==> config.mk <==
export PLATFORM = sky130hd
export DESIGN_NAME = spi_clock_divider_search
export DESIGN_NICKNAME = d
export VERILOG_FILES = /design/src/hw/rtl/scds_pkg.sv /design/src/hw/rtl/scds_operand.sv /design/src/hw/rtl/scds_divider.sv /design/src/hw/rtl/spi_clock_divider_search.sv
export SDC_FILE = /design/constraint.sdc
export NUM_CORES = 1
export LEC_CHECK = 0
export BUFFER_PORTS_ARGS = -buffer_cell sky130_fd_sc_hd__buf_2
export CAP_MARGIN = 25
export CORE_UTILIZATION = 45
export DETAILED_ROUTE_END_ITERATION = 10
export GPL_ROUTABILITY_DRIVEN = 0
export GPL_TIMING_DRIVEN = 1
export HOLD_SLACK_MARGIN = 0.15
export PLACE_DENSITY = 0.69
export SYNTH_ARGS = -nofsm -noshare
export SYNTH_HDL_FRONTEND = slang
export SYNTH_SLANG_ARGS = --single-unit
export TNS_END_PERCENT = 1
==> constraint.sdc <==
create_clock -name i_clk -period 4.1 [get_ports i_clk]
set_input_delay 1.23 -clock i_clk [delete_from_list [all_inputs] [get_ports i_clk]]
set_output_delay 1.23 -clock i_clk [all_outputs]
set_load 0.02 [all_outputs]
==> src/hw/rtl/scds_pkg.sv <==
package scds_pkg;

    localparam int KHZ_W   = 20;
    localparam int MHZ_W   = 10;
    localparam int CFG_W   = 20;
    localparam int TGT_W   = 31;
    localparam int NUM_W   = 32;   // dividend / quotient width
    localparam int DEN_W   = 18;   // divisor width, 7 * 32768 fits
    localparam int PI_W    = 3;
    localparam int SI_W    = 4;

    localparam logic [KHZ_W-1:0] KHZ_RESET = KHZ_W'(50000);
    localparam logic [MHZ_W-1:0] MHZ_RESET = MHZ_W'(50);

    localparam logic [PI_W-1:0] BAUD_LAST_PI  = PI_W'(4);
    localparam logic [PI_W-1:0] DELAY_LAST_PI = PI_W'(3);
    localparam logic [SI_W-1:0] LAST_SI       = SI_W'(15);
    localparam int              DELAY_SHIFT0  = 4;   // scaler base 0x10

    // configuration register indexes
    typedef enum logic {
        CFG_BUS_KHZ = 1'b0,
        CFG_BUS_MHZ = 1'b1
    } t_cfg_idx;

    // request modes
    typedef enum logic {
        MODE_BAUD  = 1'b0,
        MODE_DELAY = 1'b1
    } t_mode;

    typedef enum logic [2:0] {
        ST_IDLE,
        ST_START,
        ST_WAIT,
        ST_CMP,
        ST_OUT
    } t_state;

    typedef struct packed {
        logic [NUM_W-1:0] dividend;
        logic [DEN_W-1:0] divisor;
    } t_div_req;

    typedef struct packed {
        logic             done;
        logic [NUM_W-1:0] quotient;
    } t_div_rsp;

    function automatic logic [2:0] baud_pre(input logic [PI_W-1:0] idx);
        logic [2:0] v;
        case (idx)
            3'd0:    v = 3'd1;
            3'd1:    v = 3'd2;
            3'd2:    v = 3'd3;
            3'd3:    v = 3'd5;
            default: v = 3'd7;
        endcase
        return v;
    endfunction

    function automatic logic [15:0] baud_scl(input logic [SI_W-1:0] idx);
        logic [15:0] v;
        case (idx)
            4'd0:    v = 16'd2;
            4'd1:    v = 16'd4;
            4'd2:    v = 16'd6;
            default: v = 16'd8 << (idx - 4'd3);
        endcase
        return v;
    endfunction

    // delay prescaler times ns per us
    function automatic logic [12:0] delay_pre_ns(input logic [PI_W-1:0] idx);
        logic [12:0] v;
        case (idx)
            3'd0:    v = 13'd1000;
            3'd1:    v = 13'd3000;
            3'd2:    v = 13'd5000;
            default: v = 13'd7000;
        endcase
        return v;
    endfunction

endpackage

==> src/hw/rtl/scds_operand.sv <==
module scds_operand (
    input  logic                        i_mode,
    input  logic [scds_pkg::PI_W-1:0]   i_pi,
    input  logic [scds_pkg::SI_W-1:0]   i_si,
    input  logic [scds_pkg::KHZ_W-1:0]  i_khz,
    input  logic [scds_pkg::MHZ_W-1:0]  i_mhz,
    output scds_pkg::t_div_req          o_req
);
    import scds_pkg::*;

    logic [DEN_W:0]   baud_prod;
    logic [NUM_W-1:0] delay_num;
    logic [MHZ_W-1:0] mhz_nz;
    logic [4:0]       delay_sh;

    assign baud_prod = (DEN_W+1)'(baud_pre(i_pi)) * (DEN_W+1)'(baud_scl(i_si));
    assign delay_sh  = 5'(i_si) + 5'(DELAY_SHIFT0);
    assign delay_num = NUM_W'(delay_pre_ns(i_pi)) << delay_sh;
    // zero MHz behaves as 1
    assign mhz_nz    = (i_mhz == '0) ? MHZ_W'(1) : i_mhz;

    always_comb begin
        if (i_mode == MODE_DELAY) begin
            o_req.dividend = delay_num;
            o_req.divisor  = DEN_W'(mhz_nz);
        end else begin
            o_req.dividend = NUM_W'(i_khz);
            o_req.divisor  = baud_prod[DEN_W-1:0];
        end
    end

endmodule

==> src/hw/rtl/scds_divider.sv <==
module scds_divider (
    input  logic               i_clk,
    input  logic               i_rst_n,
    input  logic               i_start,
    input  scds_pkg::t_div_req i_req,
    output scds_pkg::t_div_rsp o_rsp
);
    import scds_pkg::*;

    localparam int CNT_W = $clog2(NUM_W);

    logic [CNT_W-1:0] r_cnt;
    logic             r_busy;
    logic             r_done;
    logic [DEN_W-1:0] r_rem;
    logic [DEN_W-1:0] r_div;
    logic [NUM_W-1:0] r_quo;

    logic [DEN_W:0]   trial;
    logic [DEN_W:0]   diff;
    logic             ge;

    // one restoring step per cycle
    assign trial = {r_rem, r_quo[NUM_W-1]};
    assign diff  = trial - {1'b0, r_div};
    assign ge    = (trial >= {1'b0, r_div});

    always_ff @(posedge i_clk) begin
        if (!i_rst_n) begin
            r_busy <= 1'b0;
            r_done <= 1'b0;
            r_cnt  <= '0;
        end else begin
            r_done <= 1'b0;
            if (i_start) begin
                r_busy <= 1'b1;
                r_cnt  <= '0;
            end else if (r_busy) begin
                r_cnt <= r_cnt + CNT_W'(1);
                if (r_cnt == CNT_W'(NUM_W - 1)) begin
                    r_busy <= 1'b0;
                    r_done <= 1'b1;
                end
            end
        end
    end

    always_ff @(posedge i_clk) begin
        if (i_start) begin
            r_quo <= i_req.dividend;
            r_div <= i_req.divisor;
            r_rem <= '0;
        end else if (r_busy) begin
            r_quo <= {r_quo[NUM_W-2:0], ge};
            r_rem <= ge ? diff[DEN_W-1:0] : trial[DEN_W-1:0];
        end
    end

    assign o_rsp.done     = r_done;
    assign o_rsp.quotient = r_quo;

endmodule

==> src/hw/rtl/spi_clock_divider_search.sv <==
// SPI clock divider search.
// Request channel (i_valid / o_ready): i_mode selects baud search (0, target
// in kHz) or delay search (1, target in ns). Result channel (o_valid /
// i_ready) returns the chosen prescaler/scaler indexes plus the register
// fields derived from them. Configuration: i_cfg_we writes i_cfg_data to
// bus_clock_khz (index 0) or bus_clock_mhz (index 1) on the same edge.
// One request at a time: o_ready is high only when no request is in flight.
// Each candidate takes one 32-step serial restoring divider pass plus launch,
// difference and compare steps. Baud search scans up to 80 candidates, delay
// search up to 64; an exact match ends the scan at the current candidate.
// The result is held in registers until taken; a stalled receiver just
// keeps o_valid high and the next request waits behind it.
// Reset (synchronous, active low) returns to idle and loads the bus clock
// registers with 50000 kHz / 50 MHz.
module spi_clock_divider_search (
    input  logic                         i_clk,
    input  logic                         i_rst_n,
    // configuration
    input  logic                         i_cfg_we,
    input  logic                         i_cfg_idx,
    input  logic [scds_pkg::CFG_W-1:0]   i_cfg_data,
    // request
    input  logic                         i_valid,
    output logic                         o_ready,
    input  logic                         i_mode,
    input  logic [scds_pkg::TGT_W-1:0]   i_target,
    // result
    output logic                         o_valid,
    input  logic                         i_ready,
    output logic [2:0]                   o_prescaler_index,
    output logic [3:0]                   o_scaler_index,
    output logic                         o_double_rate,
    output logic [1:0]                   o_prescaler_field
);
    import scds_pkg::*;

    t_state r_state, n_state;

    logic [KHZ_W-1:0] r_khz;
    logic [MHZ_W-1:0] r_mhz;

    logic             r_mode;
    logic [TGT_W-1:0] r_target;
    logic [PI_W-1:0]  r_pi;
    logic [SI_W-1:0]  r_si;
    logic [PI_W-1:0]  r_best_pi;
    logic [SI_W-1:0]  r_best_si;
    logic [NUM_W-1:0] r_best;
    logic             r_have;
    logic [NUM_W-1:0] r_diff;

    t_div_req         div_req;
    t_div_rsp         div_rsp;
    logic             div_start;

    logic             better;
    logic             exact;
    logic             last_cand;
    logic [NUM_W-1:0] tgt_ext;

    // ---------------- configuration registers ----------------
    always_ff @(posedge i_clk) begin
        if (!i_rst_n) begin
            r_khz <= KHZ_RESET;
            r_mhz <= MHZ_RESET;
        end else if (i_cfg_we) begin
            unique case (t_cfg_idx'(i_cfg_idx))
                CFG_BUS_KHZ: r_khz <= i_cfg_data[KHZ_W-1:0];
                CFG_BUS_MHZ: r_mhz <= i_cfg_data[MHZ_W-1:0];
                default:     ;
            endcase
        end
    end

    // ---------------- shared datapath ----------------
    scds_operand u_operand (
        .i_mode (r_mode),
        .i_pi   (r_pi),
        .i_si   (r_si),
        .i_khz  (r_khz),
        .i_mhz  (r_mhz),
        .o_req  (div_req)
    );

    scds_divider u_divider (
        .i_clk   (i_clk),
        .i_rst_n (i_rst_n),
        .i_start (div_start),
        .i_req   (div_req),
        .o_rsp   (div_rsp)
    );

    assign tgt_ext   = NUM_W'(r_target);
    // first candidate always wins, then strictly smaller only
    assign better    = !r_have || (r_diff < r_best);
    assign exact     = better && (r_diff == '0);
    assign last_cand = (r_si == LAST_SI) &&
                       (r_pi == ((r_mode == MODE_DELAY) ? DELAY_LAST_PI : BAUD_LAST_PI));

    // ---------------- sequencer ----------------
    always_comb begin
        n_state = r_state;
        unique case (r_state)
            ST_IDLE:  if (i_valid) n_state = ST_START;
            ST_START: n_state = ST_WAIT;
            ST_WAIT:  if (div_rsp.done) n_state = ST_CMP;
            ST_CMP:   n_state = (exact || last_cand) ? ST_OUT : ST_START;
            ST_OUT:   if (i_ready) n_state = ST_IDLE;
            default:  n_state = ST_IDLE;
        endcase
    end

    always_comb begin
        o_ready   = (r_state == ST_IDLE);
        o_valid   = (r_state == ST_OUT);
        div_start = (r_state == ST_START);
    end

    always_ff @(posedge i_clk) begin
        if (!i_rst_n) begin
            r_state <= ST_IDLE;
        end else begin
            r_state <= n_state;
        end
    end

    always_ff @(posedge i_clk) begin
        if (r_state == ST_IDLE && i_valid) begin
            r_mode   <= i_mode;
            r_target <= i_target;
            r_pi     <= '0;
            r_si     <= '0;
            r_have   <= 1'b0;
        end
        if (r_state == ST_WAIT && div_rsp.done) begin
            r_diff <= (div_rsp.quotient >= tgt_ext) ? div_rsp.quotient - tgt_ext
                                                    : tgt_ext - div_rsp.quotient;
        end
        if (r_state == ST_CMP) begin
            if (better) begin
                r_best    <= r_diff;
                r_best_pi <= r_pi;
                r_best_si <= r_si;
                r_have    <= 1'b1;
            end
            // scaler-minor scan order
            if (r_si == LAST_SI) begin
                r_si <= '0;
                r_pi <= r_pi + PI_W'(1);
            end else begin
                r_si <= r_si + SI_W'(1);
            end
        end
    end

    // ---------------- result fields ----------------
    always_comb begin
        o_prescaler_index = r_best_pi;
        o_scaler_index    = r_best_si;
        if (r_mode == MODE_DELAY) begin
            o_double_rate     = 1'b0;
            o_prescaler_field = r_best_pi[1:0];
        end else if (r_best_pi == '0) begin
            o_double_rate     = 1'b1;
            o_prescaler_field = 2'd0;
        end else begin
            o_double_rate     = 1'b0;
            o_prescaler_field = 2'(r_best_pi - PI_W'(1));
        end
    end

endmodule

==> out/qor.csv <==
metric,value,unit
fp.dieH,187,um
cp_cell_sequence,buf_4 -> nand2_1 -> xnor2_2 -> a31oi_4 -> nor2_2 -> nand2_1 -> fa_1 -> inv_1 -> ha_2 -> inv_2 -> fa_2 -> nor2b_1 -> o21a_1 -> o21ai_1 -> nand2b_1 -> a31o_4 -> a211o_1 -> nand4_1 -> a21o_1 -> a21oi_1,
synth_edf_count,157,
vias,12800,
grt_max_degree,52,
overflow,0,
netlist_instances,1703,
final-max-slew-violation-count,0,
layout_common_cells,"nand2_1 (184), inv_1 (174), edfxtp_1 (157)",
fin_nets,2005,
wl_per_cell,17.4,um
r2r-start,r_si[1],
irDropWorstVdd,424,uV
reg2reg_setup_slack,0.02,ns
setup_violations,0,
clk_latency,0.54,ns
grt_pass1_vias,12700,
finalCritPeriodShare,0.995,
fin_skew,0.0207,ns
core-area,33600,um2
boundaryPins,70,
tightest_slew,0.736,ns
synth_ff_type,edfxtp_1,
relSlewSlack,0.505,
final_common_cell,nand2_1,
worst_hold_path_type,flip-flop to flip-flop,
cts_buffer_depth,3,
dr.pass1.iters,5,
cts_buffers,26,
portBuffers,69,
fp-row-count,67,
ys_ff_latch,219,
min_period,4.08,ns
cts-root-buf,clkbuf_16,
dp_cells,2196,
max_stage_delay,0.48,ns
hpwl,30100,um
start_util,0.458,
status,"complete, no violations",
whs,0.468,ns
cap_violations,0,
p_leak,7.52,nW
crit_type,flip-flop to flip-flop,
cp_common_cell,nand2_1,
vias_per_cell,5.69,
area_growth,14.3,%
setup_slack,0.0200,ns
diodes,0,
fill_cells,3001,
cts_tree,done,
drive_gt1_frac,0.134,
critical_path.endpoint_type,flip-flop,
drcViolationCount,0,
hp-start,r_khz[8],
start_kind,flip-flop,
max_freq,245,MHz
power_density,510,nW/um2
cts_max_level,1,
synth_seq_area_share,0.387,
syn_nets,1920,
rsz0062_at_grt,yes,
die_x,187,um
path_clk_slew,0.07,ns
startpoint,r_si[1],
synth_warnings,0,
async_flop_share,0,
synth.avg_cell_area,9.04,um2
hold_viol_final,0,
cp_slowest_cell,fa_1,
netlist_area,15400,um2
clock_sinks,219,
layoutNonFillerInstCount,2256,
crit_fanout,5,
die_area,34900,um2
arrival,4.36,ns
post-place-ws,-0.169,ns
fin_tns_setup,0,ns
ys_types,78,
ant_nets,0,
dr.first_iter.drc_count,786,
grt_use_total,0.222,
grt_pass1_wl,63300,um
drt_wl_total,39300,um
total_power,8.96,mW
crit_required,4.38,ns
antenna_found_initial,0,
## critical path: cells and delay by family (launching register included)
family          cells  cell delay, ns
xor+xnor            1            0.30
simple gates        6            0.63
compound gates      7            1.27
buf+inv             3            0.30
fa+ha+maj           3            0.88
flops               1            0.44
## synth_stat cells, drive strengths merged, types with 24 or more instances
master / number / area (um2)
xnor2: 37 / 324
clkbuf: 60 / 225
nor2: 106 / 398
nand3: 33 / 170
nand2: 185 / 694
mux2i: 31 / 310
o21ai: 105 / 529
nor3: 41 / 205
nand4: 24 / 150
inv: 176 / 661
nand2b: 25 / 156
a21o: 43 / 323
edfxtp: 157 / 4710
a21oi: 136 / 688
dfxtp: 62 / 1240
ha: 142 / 1780
## routing by layer
metal  track usage  vias up  share of wire
met3        0.0218      114          0.041
met4         0.105        0          0.050
met2         0.401      373           0.50
met1         0.265     6067           0.41
met5             0        -              0
li1              -     6275              -
## report_power, final
group | switching, mW | internal [mW]
registers | 0.188 | 2.76
logic | 2.13 | 1.44
clock network | 0.951 | 1.49
## registers in the layout (all words and copies together) (netlist names), 10 cells and up
signal           count
u_divider.r_quo     32
r_best              32
u_divider.r_div     18
r_diff              32
r_mhz               10
r_khz               20
u_divider.r_rem     18
r_target            31
## metrics by stage
step | utilization | area, um2
after floorplan | - | 15400
after global placement | 0.487 | 16400
after detailed placement | 0.487 | 16400
after CTS | 0.516 | 17400
after global routing | 0.523 | 17600
final | 0.523 | 17600
## final cells by class
| cell class | instances | area [um2] | share of cell area |
|---|---|---|---|
| well taps | 448 | 561 | 0.0319 |
| inverters | 179 | 673 | 0.0383 |
| repair buffers | 132 | 833 | 0.0474 |
| clock inverters | 14 | 165 | 0.00939 |
| multi-input cells | 1230 | 8640 | 0.491 |
| clock buffers | 34 | 753 | 0.0428 |
| flip-flops and latches | 219 | 5960 | 0.339 |
## timing repair
action	in CTS	in global routing
resized for setup	5	39
pin swaps	0	17
hold buffers	0	0
endpoints found under the setup margin	6	7
endpoints found under the hold margin	0	0
setup buffers	4	8
## cell families (layout without fill, tap and decap cells)
family          count (synthesis)  after routing  synth area share
mux                            40             40            0.0270
xor+xnor                       59             59            0.0336
compound gates                472            472             0.198
flops                         219            219             0.387
simple gates                  500            500             0.152
fa+ha+maj                     159            159             0.138
buf+inv                       254            359            0.0648
## final timing paths
check | end | depth (start not counted)
hold reg to reg | r_khz[8] | 2
hold / removal | r_khz[8] | 2
setup / recovery | u_divider.r_div[17] | 20
setup reg to reg | u_divider.r_div[17] | 20
No activity file was read; power rests on OpenSTA's default activity.
